`src/assert_macros.svh`:
```
`ifndef ASSERT_MACROS_SVH
`define ASSERT_MACROS_SVH

// clocked check, quiet while reset is held
`define ASSERT_CLK(lbl, prop, msg) \
	lbl: assert property (@(posedge clk) disable iff (!arst_n) prop) else $error(msg);

// when pre holds, post holds in the same cycle
`define ASSERT_IMPLY(lbl, pre, post, msg) \
	`ASSERT_CLK(lbl, (pre) |-> (post), msg)

// cond never holds
`define ASSERT_NEVER(lbl, cond, msg) \
	`ASSERT_CLK(lbl, !(cond), msg)

`endif

```
`src/bfpb_pkg.sv`:
```
package bfpb_pkg;

	// command codes carried in s_tuser
	localparam logic [2:0] CMD_LOAD      = 3'd0;
	localparam logic [2:0] CMD_BEGIN     = 3'd1;
	localparam logic [2:0] CMD_BEGIN_CTR = 3'd2;
	localparam logic [2:0] CMD_DRAW      = 3'd3;
	localparam logic [2:0] CMD_CLEAR     = 3'd4;
	localparam logic [2:0] CMD_READ      = 3'd5;

	// configuration register indexes
	localparam logic [1:0] CFG_GLYPH_WIDTH = 2'd0;
	localparam logic [1:0] CFG_FIRST_CODE  = 2'd1;
	localparam logic [1:0] CFG_LAST_CODE   = 2'd2;

	localparam logic [4:0] GLYPH_WIDTH_RST = 5'd8;
	localparam logic [7:0] FIRST_CODE_RST  = 8'd32;
	localparam logic [7:0] LAST_CODE_RST   = 8'd127;

	// sections
	localparam logic [1:0] SEC_HEADER = 2'd0;
	localparam logic [1:0] SEC_BODY   = 2'd1;
	localparam logic [1:0] SEC_FOOTER = 2'd2;

	localparam logic [3:0] HEADER_FIRST_PAGE = 4'd0;
	localparam logic [3:0] HEADER_LAST_PAGE  = 4'd2;
	localparam logic [3:0] BODY_FIRST_PAGE   = 4'd3;
	localparam logic [3:0] BODY_LAST_PAGE    = 4'd5;
	localparam logic [3:0] FOOTER_FIRST_PAGE = 4'd6;
	localparam logic [3:0] FOOTER_LAST_PAGE  = 4'd7;

	localparam logic [2:0] SHIFT_MAX = 3'd7;

	// glyph base reduction: 13-bit value, five conditional subtract steps
	localparam int         RED_W   = 13;
	localparam logic [2:0] RED_TOP = 3'd4;

	localparam int IN_TDATA_W  = 72;
	localparam int OUT_TDATA_W = 16;

	typedef enum logic [1:0] {
		FRD_USER,
		FRD_CUR,
		FRD_NEXT
	} frd_sel_t;

	typedef struct packed {
		logic     take;
		logic     decode;
		logic     red_step;
		logic     gly_wr;
		logic     begin_upd;
		logic     swp_load;
		logic     swp_step;
		frd_sel_t frd_sel;
		logic     col0;
		logic     col1;
		logic     adv;
		logic     rd_cap;
		logic     res_load;
	} dp_cmd_t;

	typedef struct packed {
		logic [2:0] cmd;
		logic       sec_ok;
		logic       draw_ok;
		logic       shift_nz;
		logic       red_last;
		logic       swp_last;
		logic       col_last;
		logic       res_free;
	} dp_sts_t;

endpackage

```
`src/bfpb_ctrl.sv`:
```
module bfpb_ctrl (
	input  logic             clk,
	input  logic             arst_n,
	input  logic             s_tvalid,
	output logic             s_tready,
	input  bfpb_pkg::dp_sts_t sts,
	output bfpb_pkg::dp_cmd_t cmd
);

	localparam logic [3:0] ST_INIT   = 4'd0;
	localparam logic [3:0] ST_IDLE   = 4'd1;
	localparam logic [3:0] ST_DECODE = 4'd2;
	localparam logic [3:0] ST_MOD    = 4'd3;
	localparam logic [3:0] ST_LOADW  = 4'd4;
	localparam logic [3:0] ST_BEGIN  = 4'd5;
	localparam logic [3:0] ST_SWEEP  = 4'd6;
	localparam logic [3:0] ST_RDW    = 4'd7;
	localparam logic [3:0] ST_GLY    = 4'd8;
	localparam logic [3:0] ST_COL0   = 4'd9;
	localparam logic [3:0] ST_COL1   = 4'd10;
	localparam logic [3:0] ST_DONE   = 4'd11;

	logic [3:0] state_q;
	logic [3:0] state_n;

	always_ff @(posedge clk or negedge arst_n) begin
		if (!arst_n) begin
			state_q <= ST_INIT;
		end else begin
			state_q <= state_n;
		end
	end

	always_comb begin
		state_n      = state_q;
		cmd          = '0;
		cmd.frd_sel  = bfpb_pkg::FRD_USER;
		s_tready     = 1'b0;
		unique case (state_q)
			ST_INIT: begin
				// power-up wipe of the frame store
				cmd.swp_step = 1'b1;
				if (sts.swp_last) begin
					state_n = ST_IDLE;
				end
			end
			ST_IDLE: begin
				s_tready = 1'b1;
				if (s_tvalid) begin
					cmd.take = 1'b1;
					state_n  = ST_DECODE;
				end
			end
			ST_DECODE: begin
				cmd.decode = 1'b1;
				unique case (sts.cmd)
					bfpb_pkg::CMD_LOAD: begin
						state_n = ST_MOD;
					end
					bfpb_pkg::CMD_BEGIN, bfpb_pkg::CMD_BEGIN_CTR: begin
						state_n = ST_BEGIN;
					end
					bfpb_pkg::CMD_DRAW: begin
						state_n = sts.draw_ok ? ST_MOD : ST_DONE;
					end
					bfpb_pkg::CMD_CLEAR: begin
						cmd.swp_load = sts.sec_ok;
						state_n      = sts.sec_ok ? ST_SWEEP : ST_DONE;
					end
					bfpb_pkg::CMD_READ: begin
						state_n = ST_RDW;
					end
					default: begin
						state_n = ST_DONE;
					end
				endcase
			end
			ST_MOD: begin
				cmd.red_step = 1'b1;
				if (sts.red_last) begin
					state_n = (sts.cmd == bfpb_pkg::CMD_LOAD) ? ST_LOADW : ST_GLY;
				end
			end
			ST_LOADW: begin
				cmd.gly_wr = 1'b1;
				state_n    = ST_DONE;
			end
			ST_BEGIN: begin
				cmd.begin_upd = 1'b1;
				state_n       = ST_DONE;
			end
			ST_SWEEP: begin
				cmd.swp_step = 1'b1;
				if (sts.swp_last) begin
					state_n = ST_DONE;
				end
			end
			ST_RDW: begin
				cmd.rd_cap = 1'b1;
				state_n    = ST_DONE;
			end
			ST_GLY: begin
				// glyph byte and cursor page byte read together
				cmd.frd_sel = bfpb_pkg::FRD_CUR;
				state_n     = ST_COL0;
			end
			ST_COL0: begin
				cmd.col0    = 1'b1;
				cmd.frd_sel = bfpb_pkg::FRD_NEXT;
				if (sts.shift_nz) begin
					state_n = ST_COL1;
				end else begin
					cmd.adv = 1'b1;
					state_n = sts.col_last ? ST_DONE : ST_GLY;
				end
			end
			ST_COL1: begin
				cmd.col1 = 1'b1;
				cmd.adv  = 1'b1;
				state_n  = sts.col_last ? ST_DONE : ST_GLY;
			end
			ST_DONE: begin
				if (sts.res_free) begin
					cmd.res_load = 1'b1;
					state_n      = ST_IDLE;
				end
			end
			default: begin
				state_n = ST_IDLE;
			end
		endcase
	end

endmodule

```
`config.mk`:
```
export PLATFORM = sky130hd
export DESIGN_NAME = bfpb_ctrl
export DESIGN_NICKNAME = d
export VERILOG_FILES = /design/src/assert_macros.svh /design/src/bfpb_pkg.sv /design/src/bfpb_ctrl.sv
export SDC_FILE = /design/constraint.sdc
export NUM_CORES = 1
export LEC_CHECK = 0
export ABC_CLOCK_PERIOD_IN_PS = 3850
export BUFFER_PORTS_ARGS = -buffer_cell sky130_fd_sc_hd__buf_2
export CAP_MARGIN = 25
export CORE_AREA = 2 2 47 49
export CTS_BUF_LIST = sky130_fd_sc_hd__clkbuf_4 sky130_fd_sc_hd__clkbuf_8 sky130_fd_sc_hd__clkbuf_16
export DETAILED_ROUTE_END_ITERATION = 16
export DIE_AREA = 0 0 49 51
export PLACE_DENSITY = 0.52
export SYNTH_ARGS = -nofsm -noshare
export SYNTH_HDL_FRONTEND = slang
export SYNTH_SLANG_ARGS = --single-unit
```
`constraint.sdc`:
```
create_clock -name clk -period 3.85 [get_ports clk]
set_clock_uncertainty 0.2 [all_clocks]
set_input_delay 0.77 -clock clk [delete_from_list [all_inputs] [get_ports clk]]
set_output_delay 0.77 -clock clk [all_outputs]
set_load 0.01 [all_outputs]
```
; ---- Word level (Yosys, flattened, before mapping)
; Cells that the tools add are included.
[word_totals]
register_bits = 4
output_inout_bits = 15
elab_cells = 58
[classes]
n_eq_ne = 21
muxes = 30
reduce_logical = 6
[ops]
columns = operator, count
row1 = $pmux W4 S10, 1
row2 = $mux W4, 8
row3 = $pmux W4 S5, 1
row4 = $eq A4 B3 Y1 const B, 4
row5 = $eq A4 B4 Y1 const B, 4
row6 = $mux W1, 16
row7 = $ne A2 B2 Y1 const B, 5
row8 = $eq A4 B2 Y1 const B, 2
row9 = $eq A3 B2 Y1 const B, 2
row10 = $eq A3 B3 Y1 const B, 2
row11 = $reduce_and A5 Y1, 1
row12 = $eq A4 B1 Y1 const B, 1
row13 = $logic_not A4 Y1, 1
row14 = $mux W2, 2
row15 = $pmux W2 S2, 1
row16 = $reduce_or A2 Y1, 2
row17 = $eq A3 B1 Y1 const B, 1
row18 = $logic_not A3 Y1, 1
row19 = $reduce_or A3 Y1, 1
row20 = $pmux W1 S2, 1

; ---- Longest topological paths before layout
; Gate-level depths: netlist (run 1).
[logic_depth]
depth_word = 4
mapped_depth = 6
mapped_depth_nobuf = 4

; ---- Worst setup path after synthesis (run 1)
; OpenSTA, ideal clock, no wires.
[synth_timing]
kind = flip-flop to output port
start = register state_q[0]
end = output port cmd[8] (netlist name)
required_ps = 2880
slack_ps = 1588
stages_incl_launch_ff = 5
arrival_ps = 1292
path_buffers = 1
cell_sequence = dfrtp_1 buf_4 nand2b_1 nor3_1 and4_2
[synth_rtl]
columns = item, line
row1 = start: declaration, bfpb_ctrl.sv:23  ; logic [3:0] state_q;
row2 = start signal: assignment, bfpb_ctrl.sv:30  ; state_q <= state_n;
row3 = end: declaration, bfpb_ctrl.sv:7  ; output bfpb_pkg::dp_cmd_t cmd

==> run metrics, run 1 <==
average cell area after synthesis 7.38 sq um; cts-stage hold buffer count 0; post-synthesis xor/xnor area fraction 3.08%; wire per inst 12.4 microns; max FFs per register 4; core area between 2000 and 2500 sq um; Tcrit/Tclk final a little over two thirds; share of synthesized area spent on multiplexers 1.76%; endpoints failing setup 0; count of final hold-check violations 0; RD Place Congestion 0.735; Buffers on Ports 27; Post-route DRC 0; H-tree levels 1; Ys Warns 0; max_cap viols 0; worst slew pin tran 0.561 ns; Final nets between 100 and 150; post-route cell area between 700 and 800 sq um; largest reg by FF count state_q; Distinct cells, synth 41; pwr dens about 730 nW/um^2; Final TNS setup 0 ns; Vias/cell 5.09; Synth Instances 77; Peak Freq about 370 MHz; gr ovfl total 0; largest registers state_q: 4 flops; Leak about 0.00034 uW; Min-Delay Path Class input pin to async pin; largest net degree at the start of global routing 20; Crit. End Element output pin; worst-path maximum fanout 18; status completed; synthesized area 568 sq um; Max Buffers Root-to-Sink 2; relative slew slack between 60% and 70%; Worst-Skew Late Latency 0.24 ns; largest family of logic cells by synthesized area simple AND/OR/NAND/NOR gates; RSZ-0062 raised after global routing false; TritonRoute pass-1 iters 3; antenna cells 0; Peak supply drop ~0.00027 V; DP HPWL 1220 microns; sequential-to-total area share from yosys stat between 10% and 20%; Setup crit start kind flop; worst hold margin 0.126 ns; Syn-to-layout area delta 24.9%; IO Pins 28; Rows 17; post-CTS sizing 0; Slew Limit Fails 0; CP Data Arrival Time 1.73 ns; DRT iter0 DRCs 9; Synth Register Bits 4; Root Buffer clkbuf_4; initial antenna violation count 0; Synth Area in Compound Gates 32.2%; Crit Path Category flop to output pin; vias in the first global route about 580; gr usage total between 10% and 20%; DRT antenna net count 0; via count 647; placed cell area approximately 700 sq um; Synth Net Count 90; postcts setup bufs 0; Worst Path Required 2.88 ns; clk slew on worst S/H paths 0.04 ns; Die Wd between 40 and 50 microns; DIE AREA 2500 sq um; Final Critical Period 2.70 ns; Synth Area in Simple Gates 34.4%; global-route wire length before repair 2640 microns; Die Y 51 microns; Clock Sink Count 4; Post-Synth Adder-Cell Area 0%; final WL 1580 microns; layout cells sized above 1 a little over a third; initial core utilization roughly 28%; Num CTS Buffers 3; CTS tree yes
[cells in the final DEF (no fill, tap or decap), types with 2 or more instances in the layout]
| cell type | count |
|---|---|
| buf_2 | 27 |
| nor2_1 | 10 |
| nor3_1 | 7 |
| o21ai_0 | 4 |
| dfrtp_1 | 4 |
| nand2b_1 | 3 |
| inv_1 | 3 |
| nand2_1 | 3 |
| nor2b_1 | 3 |
| clkbuf_4 | 3 |
| o21a_1 | 2 |
| a21oi_1 | 2 |
| a31oi_1 | 2 |
[Yosys cell counts]
master / number / area share, %
nor2_1: 10 / 6.6
o21ai_0: 4 / 3.5
inv_1: 3 / 2.0
o21a_1: 2 / 2.6
dfrtp_1: 4 / 18
and2_1: 1 / 1.1
nand2_1: 3 / 2.0
a21o_1: 1 / 1.3
a41o_1: 1 / 1.8
buf_6: 1 / 2.0
xnor2_1: 1 / 1.5
nand2b_1: 3 / 3.3
mux2i_1: 1 / 1.8
and4bb_2: 1 / 2.2
or3_1: 1 / 1.1
clkbuf_1: 2 / 1.3
a21oi_2: 1 / 1.5
nor2b_1: 3 / 3.3
or4b_4: 1 / 2.4
a32oi_1: 1 / 1.5
o211a_1: 1 / 1.8
a211oi_2: 1 / 2.2
o2bb2ai_1: 1 / 1.5
o32ai_1: 1 / 1.5
xor2_1: 1 / 1.5
a31o_1: 1 / 1.5
o211ai_1: 1 / 1.3
nor3_1: 7 / 6.2
nor4_1: 1 / 1.1
and4_2: 1 / 1.8
nand3b_1: 1 / 1.3
a311oi_1: 1 / 1.5
a211oi_1: 1 / 1.3
o21bai_1: 1 / 1.3
o31a_2: 1 / 1.8
and3_1: 1 / 1.1
nand3_1: 1 / 0.88
a31oi_1: 2 / 2.2
buf_4: 3 / 4.0
a21oi_1: 2 / 1.8
buf_2: 2 / 1.8
[per-stage QoR]
step | util (%) | setup WS (ns) | power (uW) | std cells
6_report | 34.4 | 1.15 | 515 | 127
4_1_cts | 34.4 | 1.15 | 520 | 127
3_3_place_gp | 33.3 | 1.47 | 464 | 124
5_1_grt | 34.4 | 0.955 | 575 | 127
3_5_place_dp | 33.3 | 1.44 | 464 | 124
2_1_floorplan | - | 1.59 | 383 | 77
[metal layers]
metal / GRT usage, % / vias up / wire (microns)
met5: 0 / - / 0
li1: - / 330 / -
met3: 5.26 / 2 / 94
met4: 4.29 / 0 / 13
met1: 16.3 / 296 / 739
met2: 23.5 / 19 / 733
[kinds of logic (layout without fill, tap and decap cells)]
family | count (synthesis) | after routing
simple gates | 35 | 35
compound gates | 24 | 24
buf+inv | 11 | 33
flops | 4 | 4
xor+xnor | 2 | 2
mux | 1 | 1
[report_power, final]
| group | total [uW] | internal, uW | switching, uW |
|---|---|---|---|
| Sequential | 143 | 61.8 | 81.6 |
| Combinational | 319 | 152 | 167 |
| Clock | 52.9 | 34.9 | 18.0 |
| Total | 515 | 248 | 267 |
[final cells by class]
type	instances	area [sq um]
Fill cell	246	1350
Multi-Input combinational cell	62	405
Timing Repair Buffer	27	135
Sequential cell	4	100
Tap cell	28	35.0
Clock buffer	3	22.5
Inverter	3	11.3
[critical path, cell delays in order, from the launching register on]
cell and delay, ns:
dfrtp_1 0.69, nand2b_1 0.23, nor3_1 0.21, and4_2 0.24
buf_2 0.12
[path summary, 6_finish.rpt]
| check | startpoint | to | slack, ns | cells past startpoint |
|---|---|---|---|---|
| min reg2reg | state_q[3] | state_q[0] | 0.58 | 2 |
| min in group clk | state_q[3] | state_q[0] | 0.58 | 2 |
| max | state_q[1] | cmd[8] | 1.15 | 4 |
| max in group asynchronous | arst_n | state_q[2] | 3.20 | 1 |
| max reg2reg | state_q[0] | state_q[3] | 1.91 | 4 |
| min | arst_n | state_q[3] | 0.13 | 1 |
(Power assumes the default switching activity.)
==> inputs of run 2 (changes only) <==
--- a/config.mk
+++ b/config.mk
@@ -5,14 +5,14 @@
 export SDC_FILE = /design/constraint.sdc
 export NUM_CORES = 1
 export LEC_CHECK = 0
-export ABC_CLOCK_PERIOD_IN_PS = 3850
+export ABC_CLOCK_PERIOD_IN_PS = 2400
 export BUFFER_PORTS_ARGS = -buffer_cell sky130_fd_sc_hd__buf_2
 export CAP_MARGIN = 25
 export CORE_AREA = 2 2 47 49
 export CTS_BUF_LIST = sky130_fd_sc_hd__clkbuf_4 sky130_fd_sc_hd__clkbuf_8 sky130_fd_sc_hd__clkbuf_16
 export DETAILED_ROUTE_END_ITERATION = 16
 export DIE_AREA = 0 0 49 51
-export PLACE_DENSITY = 0.52
+export PLACE_DENSITY = 0.54
 export SYNTH_ARGS = -nofsm -noshare
 export SYNTH_HDL_FRONTEND = slang
 export SYNTH_SLANG_ARGS = --single-unit
==> constraint.sdc (replaced) <==
create_clock -name clk -period 2.4 [get_ports clk]
set_clock_uncertainty 0.2 [all_clocks]
set_input_delay 0.48 -clock clk [delete_from_list [all_inputs] [get_ports clk]]
set_output_delay 0.48 -clock clk [all_outputs]
set_load 0.01 [all_outputs]
==> run metrics, run 2 (synthesis gave the netlist of run 1 again) <==
status completed; Root Buffer clkbuf_4; Crit. End Element output pin; max FFs per register 4; DRT iter0 DRCs 6; RD Place Congestion 0.755; Final Critical Period approximately 2.1 ns; Buffers on Ports 27; gr usage total 13.4%; Min-Delay Path Class input pin to flop; Max Buffers Root-to-Sink 2; gr ovfl total 0; global-route wire length before repair 2620 microns; Final TNS setup 0 ns; IO Pins 28; wire per inst approximately 12 microns; largest reg by FF count state_q; clk slew on worst S/H paths 0.03 ns; initial core utilization about 28%; DIE AREA 2500 sq um; Num CTS Buffers 3; final WL around 1600 microns; M1 wire length 780 microns; Slew Limit Fails 0; Worst path max stage delay 0.49 ns; Leak 0.000351 uW; highest routing layer actually used met3; Worst Path Required 1.72 ns; Tcrit/Tclk final 88.9%; CTS tree yes; placed cell area 702 sq um; via count 666; max_cap viols 0; initial antenna violation count 0; Final Non-Filler Cells 130; largest net degree at the start of global routing 19; core area 2060 sq um; Vias/cell 5.12; commonest non-fill, non-tap cell in the layout buf_2; relative slew slack 69.6%; worst-path maximum fanout 13; endpoints failing setup 0; DRT antenna net count 0; Final nets 117; Crit Path Category flop to output pin; H-tree levels 1; crit path cell chain nand2b_1, nor3_1, and4_2, buf_2; DP HPWL between 1000 and 1500 microns; detailed route wirelength on metal2 715 microns; Peak supply drop between 0.0004 and 0.0005 V; worst hold margin 0.304 ns; CP Data Arrival Time between 1 and 1.5 ns; antenna cells 0; worst slew pin tran 0.456 ns; Post-Place Cells roughly 130; Setup crit start kind flop; Worst-Skew Late Latency 0.24 ns; Syn-to-layout area delta 29.5%; Clock Sink Count 4; Die Wd around 50 microns; Post-route DRC 0; met3 wire length 82 microns; vias in the first global route between 500 and 600; Die Y a little over 50 microns; slowest CP cell dfrtp_2; Rows 17; largest registers state_q: 4 flops; Peak Freq 469 MHz; commonest cells after routing, fill and taps aside buf_2, nor2_1, nor3_1, o21ai_0; layout cells sized above 1 38.2%; count of final hold-check violations 0; TritonRoute pass-1 iters 4; RSZ-0062 raised after global routing false; pwr dens 1160 nW/um^2; post-route cell area 736 sq um
run 2: path summary, 6_finish.rpt:
check | from | endpoint | slack [ns] | cells after the start
max reg2reg | state_q[0] | state_q[3] | 0.60 | 5
min | sts[2] | state_q[2] | 0.30 | 2
max in group asynchronous | arst_n | state_q[1] | 1.48 | 2
min reg2reg | state_q[0] | state_q[2] | 0.51 | 2
min in group asynchronous | arst_n | state_q[3] | 0.38 | 2
max | state_q[1] | cmd[8] | 0.27 | 4
run 2: area by class of cell:
class | instances | area, sq um
clock buffer | 3 | 22.5
fill | 242 | 1330
multi-input combinational | 62 | 405
sequential | 4 | 101
tap | 28 | 35.0
timing repair buffer | 30 | 160
inverter | 3 | 11.3
run 2: repair_timing:
action	CTS	global route
setup endpoints to repair	0	1
resized for setup	0	1
buffers inserted	0	0
endpoints found under the hold margin	4	0
hold buffers	1	0
run 2: where the power goes:
part | leakage [uW] | switching (uW) | internal [uW] | total, uW
Sequential | 0.0000479 | 85.0 | 102 | 187
Clock | 0.0000138 | 27.5 | 55.9 | 83.4
Combinational | 0.000290 | 316 | 266 | 583
Total | 0.000351 | 429 | 424 | 853
run 2: per-stage QoR:
stage	power (uW)	utilization, %	setup WS [ns]
after global routing	941	35.7	0.136
after floorplan	614	-	0.428
after global placement	774	34.0	0.438
final	853	35.7	0.267
after detailed placement	768	34.0	0.404
after CTS	858	35.6	0.139
run 2: routing by layer:
metal	vias up	GRT usage, %
li1	337	-
met1	312	16.9
met2	17	23.1
met3	0	4.09
met4	0	1.43
met5	-	0
run 2: worst max-delay path, delay by kind of cell, from the launching register on:
kind	cells	cell delay (ns)
buf+inv	1	0.12
flops	1	0.49
simple gates	3	0.61
